==> config.mk <==
export PLATFORM = sky130hd
export DESIGN_NAME = retransmit_timeout_table_flat
export DESIGN_NICKNAME = d
export VERILOG_FILES = /design/src/hdl/rtt_pkg.sv /design/src/hdl/rtt_in_if.sv /design/src/hdl/rtt_out_if.sv /design/src/hdl/rtt_cell.sv /design/src/hdl/rtt_seq.sv /design/src/hdl/retransmit_timeout_table.sv /design/src/flat_wrapper.sv
export SDC_FILE = /design/constraint.sdc
export NUM_CORES = 1
export LEC_CHECK = 0
export BUFFER_PORTS_ARGS = -buffer_cell sky130_fd_sc_hd__buf_2
export CAP_MARGIN = 15
export CORE_ASPECT_RATIO = 0.7
export CORE_MARGIN = 3
export CORE_UTILIZATION = 36
export CTS_CLUSTER_DIAMETER = 40
export DETAILED_ROUTE_END_ITERATION = 16
export GPL_ROUTABILITY_DRIVEN = 0
export MAX_ROUTING_LAYER = met4
export SKIP_LAST_GASP = 1
export SLEW_MARGIN = 20
export SYNTH_ARGS = -nofsm -noshare
export SYNTH_HDL_FRONTEND = slang
export SYNTH_SLANG_ARGS = --single-unit
==> constraint.sdc <==
create_clock -name clk -period 9.2 [get_ports clk]
set_input_delay 0.92 -clock clk [delete_from_list [all_inputs] [get_ports clk]]
set_output_delay 0.92 -clock clk [all_outputs]
set_load 0.01 [all_outputs]
==> src/hdl/rtt_pkg.sv <==
// ----------------------------------------------------------------------------
// rtt_pkg
// Types and constants shared by the retransmit timeout table.
// ----------------------------------------------------------------------------
`timescale 1ns / 1ps
`default_nettype none

package rtt_pkg;

    localparam int SERIAL_W = 16;
    localparam int CMD_W    = 16;
    localparam int COUNT_W  = 8;

    localparam logic [COUNT_W-1:0] DEFAULT_MAX = 8'd3;
    localparam logic [COUNT_W-1:0] COUNT_SAT   = 8'd255;

    localparam int RES_CNT_W = 6;
    localparam logic [RES_CNT_W-1:0] MAX_RESULTS = 6'd32;

    localparam logic [2:0] KIND_APPEND  = 3'd0;
    localparam logic [2:0] KIND_START   = 3'd1;
    localparam logic [2:0] KIND_TICK    = 3'd2;
    localparam logic [2:0] KIND_RECEIVE = 3'd3;
    localparam logic [2:0] KIND_STOP    = 3'd4;

    localparam logic [1:0] ACT_TRANSMIT = 2'd0;
    localparam logic [1:0] ACT_NET_ERR  = 2'd1;
    localparam logic [1:0] ACT_DELIVER  = 2'd2;
    localparam logic [1:0] ACT_FULL     = 2'd3;

    localparam logic [2:0] REG_MAX_TIMEOUTS = 3'd0;
    localparam logic [2:0] REG_HEARTBEAT    = 3'd1;
    localparam logic [2:0] REG_NOTIFY       = 3'd2;
    localparam logic [2:0] REG_CMD_MIN      = 3'd3;
    localparam logic [2:0] REG_CMD_MAX      = 3'd4;
    localparam logic [2:0] REG_START_SYM    = 3'd5;
    localparam logic [2:0] REG_END_SYM      = 3'd6;

    typedef struct packed {
        logic                valid;
        logic [SERIAL_W-1:0] serial;
        logic [COUNT_W-1:0]  count;
    } entry_t;

    typedef struct packed {
        logic [7:0]       max_timeouts;
        logic [CMD_W-1:0] heartbeat_code;
        logic [CMD_W-1:0] notify_code;
        logic [CMD_W-1:0] cmd_min;
        logic [CMD_W-1:0] cmd_max;
        logic [7:0]       start_symbol;
        logic [7:0]       end_symbol;
    } cfg_t;

    typedef enum logic [1:0] {
        ST_IDLE,
        ST_SCAN,
        ST_DONE
    } state_t;

    typedef enum logic [2:0] {
        PASS_FIND,
        PASS_WRITE,
        PASS_SEND_ALL,
        PASS_SEND_ZERO,
        PASS_DROP,
        PASS_REMOVE
    } pass_t;

endpackage

`default_nettype wire

==> src/hdl/rtt_in_if.sv <==
// ----------------------------------------------------------------------------
// rtt_in_if
// Input channel: one event transaction per valid/ready handshake.
// ----------------------------------------------------------------------------
`timescale 1ns / 1ps
`default_nettype none

interface rtt_in_if;
    logic        valid;
    logic        ready;
    logic [2:0]  kind;
    logic [15:0] serial_number;
    logic [15:0] cmd_code;
    logic [7:0]  first_byte;
    logic [7:0]  final_byte;
    logic        source_ok;

    modport source (
        output valid, kind, serial_number, cmd_code, first_byte, final_byte, source_ok,
        input  ready
    );

    modport sink (
        input  valid, kind, serial_number, cmd_code, first_byte, final_byte, source_ok,
        output ready
    );
endinterface

`default_nettype wire

==> src/hdl/rtt_out_if.sv <==
// ----------------------------------------------------------------------------
// rtt_out_if
// Result channel: one result transaction per valid/ready handshake.
// ----------------------------------------------------------------------------
`timescale 1ns / 1ps
`default_nettype none

interface rtt_out_if;
    logic        valid;
    logic        ready;
    logic [1:0]  action;
    logic [15:0] serial_number_out;
    logic [15:0] cmd_code_out;
    logic        last;

    modport source (
        output valid, action, serial_number_out, cmd_code_out, last,
        input  ready
    );

    modport sink (
        input  valid, action, serial_number_out, cmd_code_out, last,
        output ready
    );
endinterface

`default_nettype wire

==> src/hdl/rtt_cell.sv <==
// ----------------------------------------------------------------------------
// rtt_cell
// One table slot of the rotating ring; takes its neighbor's entry on shift.
// ----------------------------------------------------------------------------
`timescale 1ns / 1ps
`default_nettype none

module rtt_cell
    import rtt_pkg::*;
(
    input  wire logic   clk,
    input  wire logic   rst_n,
    input  wire logic   shift,
    input  wire entry_t feed,
    output entry_t      entry
);

    logic                valid_reg;
    logic                valid_next;
    logic [SERIAL_W-1:0] serial_reg;
    logic [SERIAL_W-1:0] serial_next;
    logic [COUNT_W-1:0]  count_reg;
    logic [COUNT_W-1:0]  count_next;

    always_comb
    begin
        valid_next  = shift ? feed.valid  : valid_reg;
        serial_next = shift ? feed.serial : serial_reg;
        count_next  = shift ? feed.count  : count_reg;
    end

    always_ff @(posedge clk or negedge rst_n)
    begin
        if (!rst_n)
        begin
            valid_reg <= 1'b0;
        end
        else
        begin
            valid_reg <= valid_next;
        end
    end

    always_ff @(posedge clk)
    begin
        serial_reg <= serial_next;
        count_reg  <= count_next;
    end

    assign entry = '{valid: valid_reg, serial: serial_reg, count: count_reg};

endmodule

`default_nettype wire

==> src/hdl/rtt_seq.sv <==
// ----------------------------------------------------------------------------
// rtt_seq
// Pass sequencer: decodes events, works on the ring head, orders results.
// ----------------------------------------------------------------------------
`timescale 1ns / 1ps
`default_nettype none

module rtt_seq
    import rtt_pkg::*;
#(
    parameter int DEPTH = 16
)
(
    input  wire logic   clk,
    input  wire logic   rst_n,
    input  wire cfg_t   cfg,
    rtt_in_if.sink      item,
    rtt_out_if.source   result,
    input  wire entry_t head,
    output entry_t      tail,
    output logic        shift
);

    localparam int IDX_W = (DEPTH > 1) ? $clog2(DEPTH) : 1;
    localparam logic [IDX_W-1:0] LAST_STEP = IDX_W'(DEPTH - 1);

    state_t              state_reg, state_next;
    pass_t               pass_reg, pass_next;
    logic [IDX_W-1:0]    step_reg, step_next;
    logic [SERIAL_W-1:0] serial_reg, serial_next;
    logic [CMD_W-1:0]    cmd_reg, cmd_next;
    logic                hit_found_reg, hit_found_next;
    logic [IDX_W-1:0]    hit_idx_reg, hit_idx_next;
    logic                free_found_reg, free_found_next;
    logic [IDX_W-1:0]    free_idx_reg, free_idx_next;
    logic                any_reg, any_next;
    logic                timer_reg, timer_next;
    logic [RES_CNT_W-1:0] res_cnt_reg, res_cnt_next;

    logic                pend_valid_reg, pend_valid_next;
    logic [1:0]          pend_action_reg, pend_action_next;
    logic [SERIAL_W-1:0] pend_serial_reg, pend_serial_next;
    logic [CMD_W-1:0]    pend_cmd_reg, pend_cmd_next;

    logic                out_valid_reg, out_valid_next;
    logic [1:0]          out_action_reg, out_action_next;
    logic [SERIAL_W-1:0] out_serial_reg, out_serial_next;
    logic [CMD_W-1:0]    out_cmd_reg, out_cmd_next;
    logic                out_last_reg, out_last_next;

    logic                out_free;
    logic [COUNT_W-1:0]  lim;
    logic [COUNT_W-1:0]  count_inc;
    logic                emit_req;
    logic [1:0]          emit_action;
    logic                can_emit;
    logic                stall;
    logic                hit_here;
    logic                free_here;
    logic                hit_f;
    logic                free_f;
    logic [IDX_W-1:0]    hit_i;
    logic [IDX_W-1:0]    free_i;
    logic                any_now;
    logic                frame_ok;
    logic                in_range;

    assign item.ready = (state_reg == ST_IDLE);

    assign result.valid             = out_valid_reg;
    assign result.action            = out_action_reg;
    assign result.serial_number_out = out_serial_reg;
    assign result.cmd_code_out      = out_cmd_reg;
    assign result.last              = out_last_reg;

    assign out_free  = !out_valid_reg || result.ready;
    assign lim       = (cfg.max_timeouts == '0) ? DEFAULT_MAX : cfg.max_timeouts;
    assign count_inc = (head.count == COUNT_SAT) ? head.count : head.count + 8'd1;
    assign frame_ok  = (item.first_byte == cfg.start_symbol)
                    && (item.final_byte == cfg.end_symbol) && item.source_ok;
    assign in_range  = (item.cmd_code >= cfg.cmd_min) && (item.cmd_code <= cfg.cmd_max);

    // per-slot work on the ring head
    always_comb
    begin
        tail        = head;
        emit_req    = 1'b0;
        emit_action = ACT_TRANSMIT;
        hit_here    = 1'b0;
        free_here   = 1'b0;
        any_now     = any_reg;
        case (pass_reg)
            PASS_FIND:
            begin
                hit_here  = head.valid && (head.serial == serial_reg) && !hit_found_reg;
                free_here = !head.valid && !free_found_reg;
            end
            PASS_WRITE:
            begin
                if (step_reg == hit_idx_reg)
                begin
                    tail = '{valid: 1'b1, serial: serial_reg, count: '0};
                end
            end
            PASS_SEND_ALL:
            begin
                if (head.valid)
                begin
                    emit_req   = 1'b1;
                    tail.count = count_inc;
                    any_now    = 1'b1;
                end
            end
            PASS_SEND_ZERO:
            begin
                if (head.valid && (head.count == '0))
                begin
                    emit_req   = 1'b1;
                    tail.count = count_inc;
                end
            end
            PASS_DROP:
            begin
                if (head.valid && (head.count == lim))
                begin
                    emit_req    = 1'b1;
                    emit_action = ACT_NET_ERR;
                    tail.valid  = 1'b0;
                end
                else if (head.valid)
                begin
                    any_now = 1'b1;
                end
            end
            PASS_REMOVE:
            begin
                if (head.valid && (head.serial == serial_reg))
                begin
                    tail.valid = 1'b0;
                end
            end
            default:
            begin
                tail = head;
            end
        endcase
    end

    assign hit_f  = hit_found_reg || hit_here;
    assign hit_i  = hit_found_reg ? hit_idx_reg : step_reg;
    assign free_f = free_found_reg || free_here;
    assign free_i = free_found_reg ? free_idx_reg : step_reg;

    assign can_emit = emit_req && (res_cnt_reg != MAX_RESULTS);
    assign stall    = can_emit && pend_valid_reg && !out_free;

    always_comb
    begin
        state_next       = state_reg;
        pass_next        = pass_reg;
        step_next        = step_reg;
        serial_next      = serial_reg;
        cmd_next         = cmd_reg;
        hit_found_next   = hit_found_reg;
        hit_idx_next     = hit_idx_reg;
        free_found_next  = free_found_reg;
        free_idx_next    = free_idx_reg;
        any_next         = any_reg;
        timer_next       = timer_reg;
        res_cnt_next     = res_cnt_reg;
        pend_valid_next  = pend_valid_reg;
        pend_action_next = pend_action_reg;
        pend_serial_next = pend_serial_reg;
        pend_cmd_next    = pend_cmd_reg;
        out_valid_next   = out_valid_reg;
        out_action_next  = out_action_reg;
        out_serial_next  = out_serial_reg;
        out_cmd_next     = out_cmd_reg;
        out_last_next    = out_last_reg;
        shift            = 1'b0;

        if (out_valid_reg && result.ready)
        begin
            out_valid_next = 1'b0;
        end

        case (state_reg)
            ST_IDLE:
            begin
                if (item.valid)
                begin
                    serial_next     = item.serial_number;
                    cmd_next        = item.cmd_code;
                    res_cnt_next    = '0;
                    hit_found_next  = 1'b0;
                    free_found_next = 1'b0;
                    any_next        = 1'b0;
                    step_next       = '0;
                    state_next      = ST_DONE;
                    case (item.kind)
                        KIND_APPEND:
                        begin
                            if ((item.cmd_code == cfg.heartbeat_code)
                                || (item.cmd_code == cfg.notify_code))
                            begin
                                pend_valid_next  = 1'b1;
                                pend_action_next = ACT_TRANSMIT;
                                pend_serial_next = item.serial_number;
                                pend_cmd_next    = item.cmd_code;
                                res_cnt_next     = RES_CNT_W'(1);
                            end
                            else
                            begin
                                pass_next  = PASS_FIND;
                                state_next = ST_SCAN;
                            end
                        end
                        KIND_START:
                        begin
                            pass_next  = timer_reg ? PASS_SEND_ZERO : PASS_SEND_ALL;
                            state_next = ST_SCAN;
                        end
                        KIND_TICK:
                        begin
                            if (timer_reg)
                            begin
                                pass_next  = PASS_DROP;
                                state_next = ST_SCAN;
                            end
                        end
                        KIND_RECEIVE:
                        begin
                            if (frame_ok)
                            begin
                                if (in_range)
                                begin
                                    pend_valid_next  = 1'b1;
                                    pend_action_next = ACT_DELIVER;
                                    pend_serial_next = item.serial_number;
                                    pend_cmd_next    = item.cmd_code;
                                    res_cnt_next     = RES_CNT_W'(1);
                                end
                                pass_next  = PASS_REMOVE;
                                state_next = ST_SCAN;
                            end
                        end
                        KIND_STOP:
                        begin
                            timer_next = 1'b0;
                        end
                        default:
                        begin
                            state_next = ST_DONE;
                        end
                    endcase
                end
            end

            ST_SCAN:
            begin
                if (!stall)
                begin
                    shift = 1'b1;
                    step_next = (step_reg == LAST_STEP) ? '0 : step_reg + IDX_W'(1);
                    any_next = any_now;
                    if (hit_here)
                    begin
                        hit_found_next = 1'b1;
                        hit_idx_next   = step_reg;
                    end
                    if (free_here)
                    begin
                        free_found_next = 1'b1;
                        free_idx_next   = step_reg;
                    end
                    if (can_emit)
                    begin
                        if (pend_valid_reg)
                        begin
                            out_valid_next  = 1'b1;
                            out_action_next = pend_action_reg;
                            out_serial_next = pend_serial_reg;
                            out_cmd_next    = pend_cmd_reg;
                            out_last_next   = 1'b0;
                        end
                        pend_valid_next  = 1'b1;
                        pend_action_next = emit_action;
                        pend_serial_next = head.serial;
                        pend_cmd_next    = '0;
                        res_cnt_next     = res_cnt_reg + RES_CNT_W'(1);
                    end
                    if (step_reg == LAST_STEP)
                    begin
                        state_next = ST_DONE;
                        case (pass_reg)
                            PASS_FIND:
                            begin
                                if (hit_f)
                                begin
                                    hit_idx_next = hit_i;
                                    pass_next    = PASS_WRITE;
                                    state_next   = ST_SCAN;
                                end
                                else if (free_f)
                                begin
                                    hit_idx_next = free_i;
                                    pass_next    = PASS_WRITE;
                                    state_next   = ST_SCAN;
                                end
                                else
                                begin
                                    pend_valid_next  = 1'b1;
                                    pend_action_next = ACT_FULL;
                                    pend_serial_next = serial_reg;
                                    pend_cmd_next    = cmd_reg;
                                    res_cnt_next     = res_cnt_reg + RES_CNT_W'(1);
                                end
                            end
                            PASS_SEND_ALL:
                            begin
                                timer_next = any_now;
                            end
                            PASS_DROP:
                            begin
                                if (any_now)
                                begin
                                    any_next   = 1'b0;
                                    pass_next  = PASS_SEND_ALL;
                                    state_next = ST_SCAN;
                                end
                                else
                                begin
                                    timer_next = 1'b0;
                                end
                            end
                            default:
                            begin
                                state_next = ST_DONE;
                            end
                        endcase
                    end
                end
            end

            ST_DONE:
            begin
                if (!pend_valid_reg)
                begin
                    state_next = ST_IDLE;
                end
                else if (out_free)
                begin
                    out_valid_next  = 1'b1;
                    out_action_next = pend_action_reg;
                    out_serial_next = pend_serial_reg;
                    out_cmd_next    = pend_cmd_reg;
                    out_last_next   = 1'b1;
                    pend_valid_next = 1'b0;
                    state_next      = ST_IDLE;
                end
            end

            default:
            begin
                state_next = ST_IDLE;
            end
        endcase
    end

    always_ff @(posedge clk or negedge rst_n)
    begin
        if (!rst_n)
        begin
            state_reg      <= ST_IDLE;
            pass_reg       <= PASS_FIND;
            step_reg       <= '0;
            hit_found_reg  <= 1'b0;
            free_found_reg <= 1'b0;
            any_reg        <= 1'b0;
            timer_reg      <= 1'b0;
            res_cnt_reg    <= '0;
            pend_valid_reg <= 1'b0;
            out_valid_reg  <= 1'b0;
        end
        else
        begin
            state_reg      <= state_next;
            pass_reg       <= pass_next;
            step_reg       <= step_next;
            hit_found_reg  <= hit_found_next;
            free_found_reg <= free_found_next;
            any_reg        <= any_next;
            timer_reg      <= timer_next;
            res_cnt_reg    <= res_cnt_next;
            pend_valid_reg <= pend_valid_next;
            out_valid_reg  <= out_valid_next;
        end
    end

    always_ff @(posedge clk)
    begin
        serial_reg      <= serial_next;
        cmd_reg         <= cmd_next;
        hit_idx_reg     <= hit_idx_next;
        free_idx_reg    <= free_idx_next;
        pend_action_reg <= pend_action_next;
        pend_serial_reg <= pend_serial_next;
        pend_cmd_reg    <= pend_cmd_next;
        out_action_reg  <= out_action_next;
        out_serial_reg  <= out_serial_next;
        out_cmd_reg     <= out_cmd_next;
        out_last_reg    <= out_last_next;
    end

endmodule

`default_nettype wire

==> src/hdl/retransmit_timeout_table.sv <==
// ----------------------------------------------------------------------------
// retransmit_timeout_table
// Table of unacknowledged packets with timeout-driven retransmission.
// ----------------------------------------------------------------------------
// The table is a ring of TABLE_DEPTH cells that rotates one slot per cycle
// past a single sequencer, so table operations are passes over the ring and
// one event transaction is handled at a time. Immediate sends, stop, ignored
// ticks, ignored frames and unused kinds make no pass; start, a received
// frame and an append refused by a full table make one pass; an append that
// is stored and a tick with survivors make two passes (a tick that empties
// the table makes one).
// A result waiting on a stalled result channel holds the ring for as long as
// it waits. At most one result transaction per cycle.
// ----------------------------------------------------------------------------
`timescale 1ns / 1ps
`default_nettype none

module retransmit_timeout_table
    import rtt_pkg::*;
#(
    parameter int TABLE_DEPTH = 16
)
(
    input  wire logic        clk,
    input  wire logic        rst_n,
    rtt_in_if.sink           item,
    rtt_out_if.source        result,
    input  wire logic        write_enable,
    input  wire logic [2:0]  write_index,
    input  wire logic [15:0] write_data
);

    cfg_t   cfg_reg;
    cfg_t   cfg_next;
    entry_t ring [TABLE_DEPTH];
    entry_t tail;
    logic   shift;

    always_comb
    begin
        cfg_next = cfg_reg;
        if (write_enable)
        begin
            case (write_index)
                REG_MAX_TIMEOUTS: cfg_next.max_timeouts   = write_data[7:0];
                REG_HEARTBEAT:    cfg_next.heartbeat_code = write_data;
                REG_NOTIFY:       cfg_next.notify_code    = write_data;
                REG_CMD_MIN:      cfg_next.cmd_min        = write_data;
                REG_CMD_MAX:      cfg_next.cmd_max        = write_data;
                REG_START_SYM:    cfg_next.start_symbol   = write_data[7:0];
                REG_END_SYM:      cfg_next.end_symbol     = write_data[7:0];
                default:          cfg_next = cfg_reg;
            endcase
        end
    end

    always_ff @(posedge clk or negedge rst_n)
    begin
        if (!rst_n)
        begin
            cfg_reg.max_timeouts   <= DEFAULT_MAX;
            cfg_reg.heartbeat_code <= '0;
            cfg_reg.notify_code    <= '0;
            cfg_reg.cmd_min        <= '0;
            cfg_reg.cmd_max        <= '1;
            cfg_reg.start_symbol   <= '0;
            cfg_reg.end_symbol     <= '0;
        end
        else
        begin
            cfg_reg <= cfg_next;
        end
    end

    for (genvar i = 0; i < TABLE_DEPTH; i++)
    begin : g_cell
        entry_t feed;
        if (i == TABLE_DEPTH - 1)
        begin : g_tail
            assign feed = tail;
        end
        else
        begin : g_link
            assign feed = ring[i + 1];
        end

        rtt_cell u_cell (
            .clk   (clk),
            .rst_n (rst_n),
            .shift (shift),
            .feed  (feed),
            .entry (ring[i])
        );
    end

    rtt_seq #(
        .DEPTH (TABLE_DEPTH)
    ) u_seq (
        .clk    (clk),
        .rst_n  (rst_n),
        .cfg    (cfg_reg),
        .item   (item),
        .result (result),
        .head   (ring[0]),
        .tail   (tail),
        .shift  (shift)
    );

endmodule

`default_nettype wire

==> src/flat_wrapper.sv <==
// flat-port wrapper written by rule: the top's interface ports become plain ports
module retransmit_timeout_table_flat import rtt_pkg::*;
#(
    parameter int TABLE_DEPTH = 16
)
  (clk, rst_n, write_enable, write_index, write_data, item_valid, item_kind, item_serial_number, item_cmd_code, item_first_byte, item_final_byte, item_source_ok, item_ready, result_valid, result_action, result_serial_number_out, result_cmd_code_out, result_last, result_ready);
  rtt_in_if item_i ();
  rtt_out_if result_i ();
  input  wire logic clk;
  input  wire logic rst_n;
  input  wire logic write_enable;
  input  wire logic [2:0] write_index;
  input  wire logic [15:0] write_data;
  input wire logic [$bits(item_i.valid)-1:0] item_valid;
  input wire logic [$bits(item_i.kind)-1:0] item_kind;
  input wire logic [$bits(item_i.serial_number)-1:0] item_serial_number;
  input wire logic [$bits(item_i.cmd_code)-1:0] item_cmd_code;
  input wire logic [$bits(item_i.first_byte)-1:0] item_first_byte;
  input wire logic [$bits(item_i.final_byte)-1:0] item_final_byte;
  input wire logic [$bits(item_i.source_ok)-1:0] item_source_ok;
  output wire logic [$bits(item_i.ready)-1:0] item_ready;
  output wire logic [$bits(result_i.valid)-1:0] result_valid;
  output wire logic [$bits(result_i.action)-1:0] result_action;
  output wire logic [$bits(result_i.serial_number_out)-1:0] result_serial_number_out;
  output wire logic [$bits(result_i.cmd_code_out)-1:0] result_cmd_code_out;
  output wire logic [$bits(result_i.last)-1:0] result_last;
  input wire logic [$bits(result_i.ready)-1:0] result_ready;
  assign item_i.valid = item_valid;
  assign item_i.kind = item_kind;
  assign item_i.serial_number = item_serial_number;
  assign item_i.cmd_code = item_cmd_code;
  assign item_i.first_byte = item_first_byte;
  assign item_i.final_byte = item_final_byte;
  assign item_i.source_ok = item_source_ok;
  assign item_ready = item_i.ready;
  assign result_valid = result_i.valid;
  assign result_action = result_i.action;
  assign result_serial_number_out = result_i.serial_number_out;
  assign result_cmd_code_out = result_i.cmd_code_out;
  assign result_last = result_i.last;
  assign result_i.ready = result_ready;
  retransmit_timeout_table #(.TABLE_DEPTH(TABLE_DEPTH)) u_core (.clk(clk), .rst_n(rst_n), .item(item_i), .result(result_i), .write_enable(write_enable), .write_index(write_index), .write_data(write_data));
endmodule
==> flow_summary.toml, run 1 <==
[grt]
grt_max_degree = 196
antenna_found_initial = 2
grt_overflow = 0
grt_pass1_wl_mm = 71.61
grt_pass1_vias = 12100
grt_use_total = 0.1390

[timing]
finClkSkew_ps = 25.65
fin_tns_setup_ps = 0
hold_viol = 0
period_share = 0.5739
setup_violations = 0
clock.fmax_ghz = 0.1894
relSlewSlack = 0.2864
worst_pin_slew_ps = 1070
rsz0062_at_grt = "no"
period_needed_ps = 5280
drv_slew = 0

[clock_network]
root_buffer = "clkbuf_16"
post_cts_buffers = 0
htree_levels = 3
holdBufCountCts = 0
clkSinkCount = 618
cts.repair.resized = 0
path_clk_slew_ps = 60
clk_path_buf_depth = 3
cts_made_buffers = 79
cts_tree = "built"
clk_latency_ps = 610

[worst_setup_path]
start_kind = "register"
slowest_delay_ps = 910
crit_chain = "or4_1, nor3_1, mux2_2, o31ai_2, o21a_4, o21ai_2, inv_8, buf_4"
end_kind = "register"
path_class = "reg2reg"
crit_required_ps = 9410
critPathMaxFanout = 103
critPathSlowestCell = "buf_4"
cp.arrival_ps = 5490

[placement]
dp_hpwl_mm = 29.26
place_area_um2 = 25100
portBuffers = 112

[finish]
fillCellCount = 5587
syn_to_final_growth_pct = 18.24
largest_reg_flops = 256
final_common_cell = "edfxtp_1"
n_antenna_cell = 0
design_area_um2 = 27790
fin_nets = 1694
drive_gt1_frac = 0.2611
final_cell_mix = "493 x edfxtp_1, 124 x mux2_2, 111 x buf_2"

[floorplanning]
pin_count = 113
design.core.area_um2 = 63880
die_h_um = 219.8
start_util = 0.3679
die_w_um = 311.4
rows = 77
die_area_um2 = 68420

[route]
firstDrtPassIters = 6
viasPerCell = 4.917
vias = 12330
wl_per_cell_um = 18.41
drtAntennaViolNets = 0
drc = 0
wirelength_mm = 46.17
first_iter_violations = 892

[run]
drv_cap = 0

[yosys]
ys_warn_count = 0
ys_types = 66
ys_ff_latch = 618
syn-num-nets = 1530
syn-cell-area_um2 = 23500
async_flop_share = 0.2023
synth-seq-area-share = 0.7641
synth-edff-count = 493
avgSynthCellArea_um2 = 16.63
synth_cells = 1413
synth-main-ff-cell = "edfxtp_1"

[power]
leakage_nw = 8.999
peakVddDrop_mv = 0.1669
power_density_nw_per_um2 = 285.7

[worst_hold_path]
min_path_type = "in2async"

[run_status]
status = "completed"
## report_power, final
group	switching [mW]	internal (mW)
registers	0.211	3.62
logic	0.718	0.367
clock network	1.24	1.78
## cells by family (layout without fill, tap and decap cells)
group | count (synthesis) | count (layout) | share of synthesized area
flops | 618 | 618 | 0.7641
simple gates | 279 | 279 | 0.05735
compound gates | 181 | 181 | 0.05037
mux | 130 | 130 | 0.06208
buf+inv | 89 | 315 | 0.01635
xor+xnor | 75 | 75 | 0.02795
fa+ha+maj | 41 | 41 | 0.02183
## cells in the mapped netlist (40+ instances only)
cell        n  share of area
o21ai_0    48          0.010
inv_1      46         0.0073
dfrtp_1   107           0.11
xnor2_1    46          0.017
edfxtp_1  493           0.63
a31oi_1    42          0.011
a21oi_1    40         0.0085
ha_1       41          0.022
nand2_1   105          0.017
mux2_2    124          0.059
nor2_1     57         0.0091
## layer usage
layer	wire, um	vias to the layer above	share of wire	GRT usage
met1	23660	6245	0.51	0.2097
met4	886	0	0.019	0.03765
met2	19300	314	0.42	0.1891
met3	2318	87	0.050	0.02877
met5	0	-	0	-
li1	-	5687	-	-
## stage by stage
stage	util	total power [mW]	setup WS, ps	instances	hold WS (ps)
after floorplan	-	4.607	2189	1413	400.3
after global placement	0.3930	4.938	3984	2364	401.4
after detailed placement	0.3930	4.981	3867	2364	404.5
after CTS	0.4346	8.053	3816	2507	334.2
after global routing	0.4350	8.332	3559	2508	366.5
final	0.4350	7.938	3920	2508	339.3
## critical path, delay by kind of cell, from the launching register on
kind | cells | cell delay [ps]
flip-flops | 1 | 410
multiplexers | 1 | 370
AND/OR/NAND/NOR | 2 | 740
AO/OA/AOI/OAI | 3 | 1650
buffers and inverters | 2 | 1550
## area by class of cell
| cell class | instances | area, um^2 | area share |
|---|---|---|---|
| clock buffer | 85 | 2009 | 0.07232 |
| clock inverter | 58 | 644.4 | 0.02319 |
| inverter | 47 | 183.9 | 0.006620 |
| multi-input combinational | 706 | 5213 | 0.1876 |
| sequential | 618 | 17950 | 0.6462 |
| tap | 869 | 1087 | 0.03913 |
| timing repair buffer | 125 | 693.2 | 0.02495 |
## final timing paths
path	start	endpoint	depth (start not counted)	slack, ps
min	rst_n	u_core.cfg_reg[54]	1	340
max in group asynchronous	rst_n	u_core.cfg_reg[30]	3	7700
min in group clk	u_core.g_cell[6].u_cell.count_reg[6]	u_core.g_cell[5].u_cell.count_reg[6]	0	400
max	u_core.cfg_reg[84]	u_core.g_cell[13].u_cell.serial_reg[3]	8	3920
max reg2reg	u_core.cfg_reg[84]	u_core.g_cell[13].u_cell.serial_reg[3]	8	3920
min reg2reg	u_core.g_cell[6].u_cell.count_reg[6]	u_core.g_cell[5].u_cell.count_reg[6]	0	400
Note: power is estimated with default switching activity, not from simulation.
==> run 2, diff against run 1 <==
Clock period 9.2 ns to 4.99 ns, I/O delays scaled along.
==> run 2 against run 1 <==
Against the previous run: worst hold slack worse by 250 ps; design area is 0.23% lower; worst setup slack worse by 2700 ps; critical endpoint is now u_core.u_seq.pend_serial_reg[13]; largest cell class unchanged.
==> flow_summary.toml, run 2 (same netlist as run 1, synthesis figures left out) <==
[floorplanning]
start_util = 0.3679
design.core.area_um2 = 63880
rows = 77
die_h_um = 219.8
die_w_um = 311.4
pin_count = 113
die_area_um2 = 68420

[power]
peakVddDrop_mv = 0.2496
leakage_nw = 8.980
power_density_nw_per_um2 = 520.6
power_mw = 14.43

[clock_network]
cts.repair.resized = 0
cts_made_buffers = 72
root_buffer = "clkbuf_16"
path_clk_slew_ps = 60
htree_levels = 3
clk_path_buf_depth = 3
clk_latency_ps = 620
clkSinkCount = 618
cts_tree = "built"

[timing]
relSlewSlack = 0.2827
clock.fmax_ghz = 0.2618
finClkSkew_ps = 24.68
fin_tns_setup_ps = 0
rsz0062_at_grt = "no"
period_needed_ps = 3820
hold_viol = 0
layout_setup_ws_ps = 1170
period_share = 0.7655
setup_violations = 0
drv_slew = 0
worst_pin_slew_ps = 1070

[finish]
final_common_cell = "edfxtp_1"
stdcell_count = 2509
fin_nets = 1698
n_antenna_cell = 0
fillCellCount = 5606
drive_gt1_frac = 0.2518
multiInputGateArea_um2 = 5219
syn_to_final_growth_pct = 17.97
largest_reg_flops = 256
seq_area_um2 = 17950
final_cell_mix = "493 x edfxtp_1, 124 x mux2_2, 111 x buf_2"

[route]
firstDrtPassIters = 5
first_iter_violations = 1054
vias = 12380
drtAntennaViolNets = 0
viasPerCell = 4.932
wl_per_cell_um = 18.90
drc = 0
wirelength_mm = 47.41

[worst_hold_path]
min_path_type = "in2reg"
min_path_cells = 1

[run_status]
status = "completed"

[placement]
dp_hpwl_mm = 30.51
placed_cells = 2375
preCtsSetupSlack_ps = 1191
portBuffers = 112

[grt]
antenna_found_initial = 4
grt_max_degree = 118
grt_overflow = 0
grt_pass1_vias = 12120
grt_use_total = 0.1424
grt_pass1_wl_mm = 72.84

[worst_setup_path]
end_kind = "register"
start_kind = "register"
critPathMaxFanout = 41
rr_worst_depth = 9
path_class = "reg2reg"
cp.arrival_ps = 4100
crit_required_ps = 5270

[run]
drv_cap = 0
run 2: worst max-delay path, cell delays in order, from the launching register on:
cell     delay, ps
dfrtp_1        400
or4_1          520
nor3_1         210
mux2_2         370
o31ai_2        530
o21a_4         230
buf_4          450
o21ai_2        250
a21oi_4        170
buf_4          320
run 2: report_power, final:
part | leakage (nW) | internal, mW | switching (mW)
Combinational | 2.59 | 0.739 | 1.33
Sequential | 5.20 | 6.66 | 0.408
Clock | 1.19 | 3.11 | 2.18
Total | 8.98 | 10.5 | 3.92
run 2: what timing repair did:
item,4_1_cts,5_1_grt
hold endpoints to repair,10,0
hold buffers,1,0
buffers inserted,0,0
run 2: final cells by class:
cell class / count / share of cell area
sequential: 618 / 0.6477
timing repair buffer: 136 / 0.02961
multi-input combinational: 706 / 0.1883
clock buffer: 84 / 0.06698
tap: 869 / 0.03922
inverter: 47 / 0.006951
clock inverter: 49 / 0.02130
run 2: path summary, 6_finish.rpt:
kind	end	slack, ps	start
min reg2reg	u_core.g_cell[5].u_cell.count_reg[5]	410	u_core.g_cell[6].u_cell.count_reg[5]
max in group asynchronous	u_core.g_cell[6].u_cell.valid_reg	3560	rst_n
min	u_core.u_seq.serial_reg[5]	90	item_serial_number[5]
min in group asynchronous	u_core.cfg_reg[12]	270	rst_n
max reg2reg	u_core.u_seq.pend_serial_reg[13]	1170	u_core.cfg_reg[84]
max	u_core.u_seq.pend_serial_reg[13]	1170	u_core.cfg_reg[84]
run 2: metrics by stage:
stage / hold slack (ps) / utilization / area, um^2
6_report: 91.52 / 0.4340 / 27720
5_1_grt: 46.94 / 0.4340 / 27720
4_1_cts: 49.93 / 0.4340 / 27720
3_5_place_dp: 355.5 / 0.3955 / 25260
3_3_place_gp: 351.1 / 0.3955 / 25260
2_1_floorplan: 203.4 / - / 23500
run 2: layer usage:
layer / up-vias / track usage / wire length, um
met4: 0 / 0.03686 / 794
met2: 319 / 0.1968 / 20030
li1: 5709 / - / -
met3: 85 / 0.03225 / 2643
met1: 6262 / 0.2111 / 23940
met5: - / - / 0
==> run 3, diff against run 2 <==
Clock period 4.99 ns to 4 ns, I/O delays scaled along.
==> run 3 against run 2 <==
Against the previous run: worst hold slack got worse by 46 ps; via count about the same; total power is 25% higher; cell count is 1.1% higher; worst setup slack lost 760 ps; combinational power grew 25%; wire length decreased by 2.8%; die area unchanged; sequential share of layout area is 0.59 points lower; critical path depth increased by 1; design area grew 0.91%.
==> flow_summary.toml, run 3 (same netlist as run 1, synthesis figures left out) <==
[timing]
period_needed_ps = 3587
worst_pin_slew_ps = 1164
clock.fmax_ghz = 0.2788
drv_slew = 0
whs_ps = 45.74
finClkSkew_ps = 41.14
layout_setup_ws_ps = 412.8
setup_violations = 0
rsz0062_at_grt = "no"
fin_tns_setup_ps = 0
relSlewSlack = 0.2201
period_share = 0.8968
hold_viol = 0

[finish]
syn_to_final_growth_pct = 19.05
final_cell_mix = "493 x edfxtp_1, 124 x mux2_2, 111 x buf_2"
final_core_util = 0.4380
drive_gt1_frac = 0.2581
final_common_cell = "edfxtp_1"
stdcell_count = 2537
fin_nets = 1723
largest_reg_flops = 256
design_area_um2 = 27970

[power]
pwr-share-clk = 0.369
peakVddDrop_mv = 0.2834
leakage_nw = 9.070
seqPwrFrac = 0.488
power_density_nw_per_um2 = 643.7
combPwrFrac = 0.143
p_switching_mw = 4.922
internal_power_mw = 13.09
power_mw = 18.01
p_sw_frac = 0.2733

[placement]
place_area_um2 = 25270
portBuffers = 112
preCtsSetupSlack_ps = 451.5
dp_hpwl_mm = 29.48
placed_cells = 2380

[worst_setup_path]
critPathMaxFanout = 48
path_class = "reg2reg"
crit_required_ps = 4300
start_kind = "register"
cp.arrival_ps = 3890
end_kind = "register"
r2r_slack_ps = 410

[floorplanning]
die_area_um2 = 68420
pin_count = 113
rows = 77
start_util = 0.3679
die_h_um = 219.8
design.core.area_um2 = 63880
die_w_um = 311.4

[clock_network]
path_clk_slew_ps = 60
htree_levels = 3
root_buffer = "clkbuf_16"
clk_latency_ps = 630
cts.repair.resized = 0
clkSinkCount = 618
post_cts_buffers = 0
cts_tree = "built"
holdBufCountCts = 19
clk_path_buf_depth = 3
cts_made_buffers = 74

[grt]
antenna_found_initial = 1
grt_pass1_vias = 12360
grt_pass1_wl_mm = 72.42
grt_use_total = 0.1408
grt_max_degree = 85
grt_overflow = 0

[route]
wl_per_cell_um = 18.17
first_iter_violations = 1153
drtAntennaViolNets = 0
viasPerCell = 4.876
wirelength_mm = 46.09
drc = 0
firstDrtPassIters = 7
vias = 12370

[run_status]
status = "completed"

[worst_hold_path]
min_path_type = "in2reg"

[run]
drv_cap = 0
==> run 3: cell count changes in the layout (fill, tap and decap cells not counted), sizes merged <==
cell	previous run	this run
dlygate4sd3	1	19
clkinvlp	1	11
buf	135	140
inv	58	53
bufinv	7	5
diode	0	2
clkbuf	84	85
clkinv	30	29
==> run 3: path summary, 6_finish.rpt <==
check / startpoint / to / cells after the start
max in group asynchronous: rst_n / u_core.g_cell[10].u_cell.valid_reg / 3
hold reg to reg: u_core.g_cell[6].u_cell.count_reg[1] / u_core.g_cell[5].u_cell.count_reg[1] / 0
min in group asynchronous: rst_n / u_core.cfg_reg[72] / 2
hold / removal: write_data[9] / u_core.cfg_reg[25] / 3
setup / recovery: u_core.g_cell[0].u_cell.count_reg[0] / u_core.g_cell[2].u_cell.serial_reg[5] / 10
setup reg to reg: u_core.g_cell[0].u_cell.count_reg[0] / u_core.g_cell[2].u_cell.serial_reg[5] / 10
==> run 3: layout make-up <==
| class | count | area, um^2 |
|---|---|---|
| fill | 5584 | 35900 |
| sequential | 618 | 17950 |
| multi-input combinational | 706 | 5219 |
| clock buffer | 85 | 1913 |
| tap | 869 | 1087 |
| timing repair buffer | 159 | 1013 |
| clock inverter | 51 | 589.3 |
| inverter | 47 | 192.7 |
| antenna | 2 | 5.005 |
==> run 3: critical path, cell delays in order, from the launching register on <==
cell      delay [ps]
edfxtp_1         490
inv_1            120
ha_1             150
or4b_1           460
nor4_2           220
o21ai_2          160
or3_4            450
o21a_4           170
o21ai_2          480
inv_16           170
buf_4            370
==> run 3: layer usage <==
| layer | global-route usage | wire length (um) | up-vias |
|---|---|---|---|
| met3 | 0.03187 | 2524 | 88 |
| met1 | 0.2092 | 23370 | 6196 |
| li1 | - | - | 5765 |
| met5 | - | 0 | - |
| met2 | 0.1895 | 19140 | 322 |
| met4 | 0.04568 | 1049 | 0 |
==> run 3: power by group through the flow <==
stage / Sequential [mW] / Combinational [mW] / Clock (mW)
2_1_floorplan: 8.84 / 1.63 / 0
3_3_place_gp: 8.90 / 2.52 / 0
3_5_place_dp: 8.92 / 2.59 / 0
4_1_cts: 8.80 / 2.61 / 6.84
5_1_grt: 8.90 / 2.86 / 7.17
6_report: 8.79 / 2.58 / 6.64
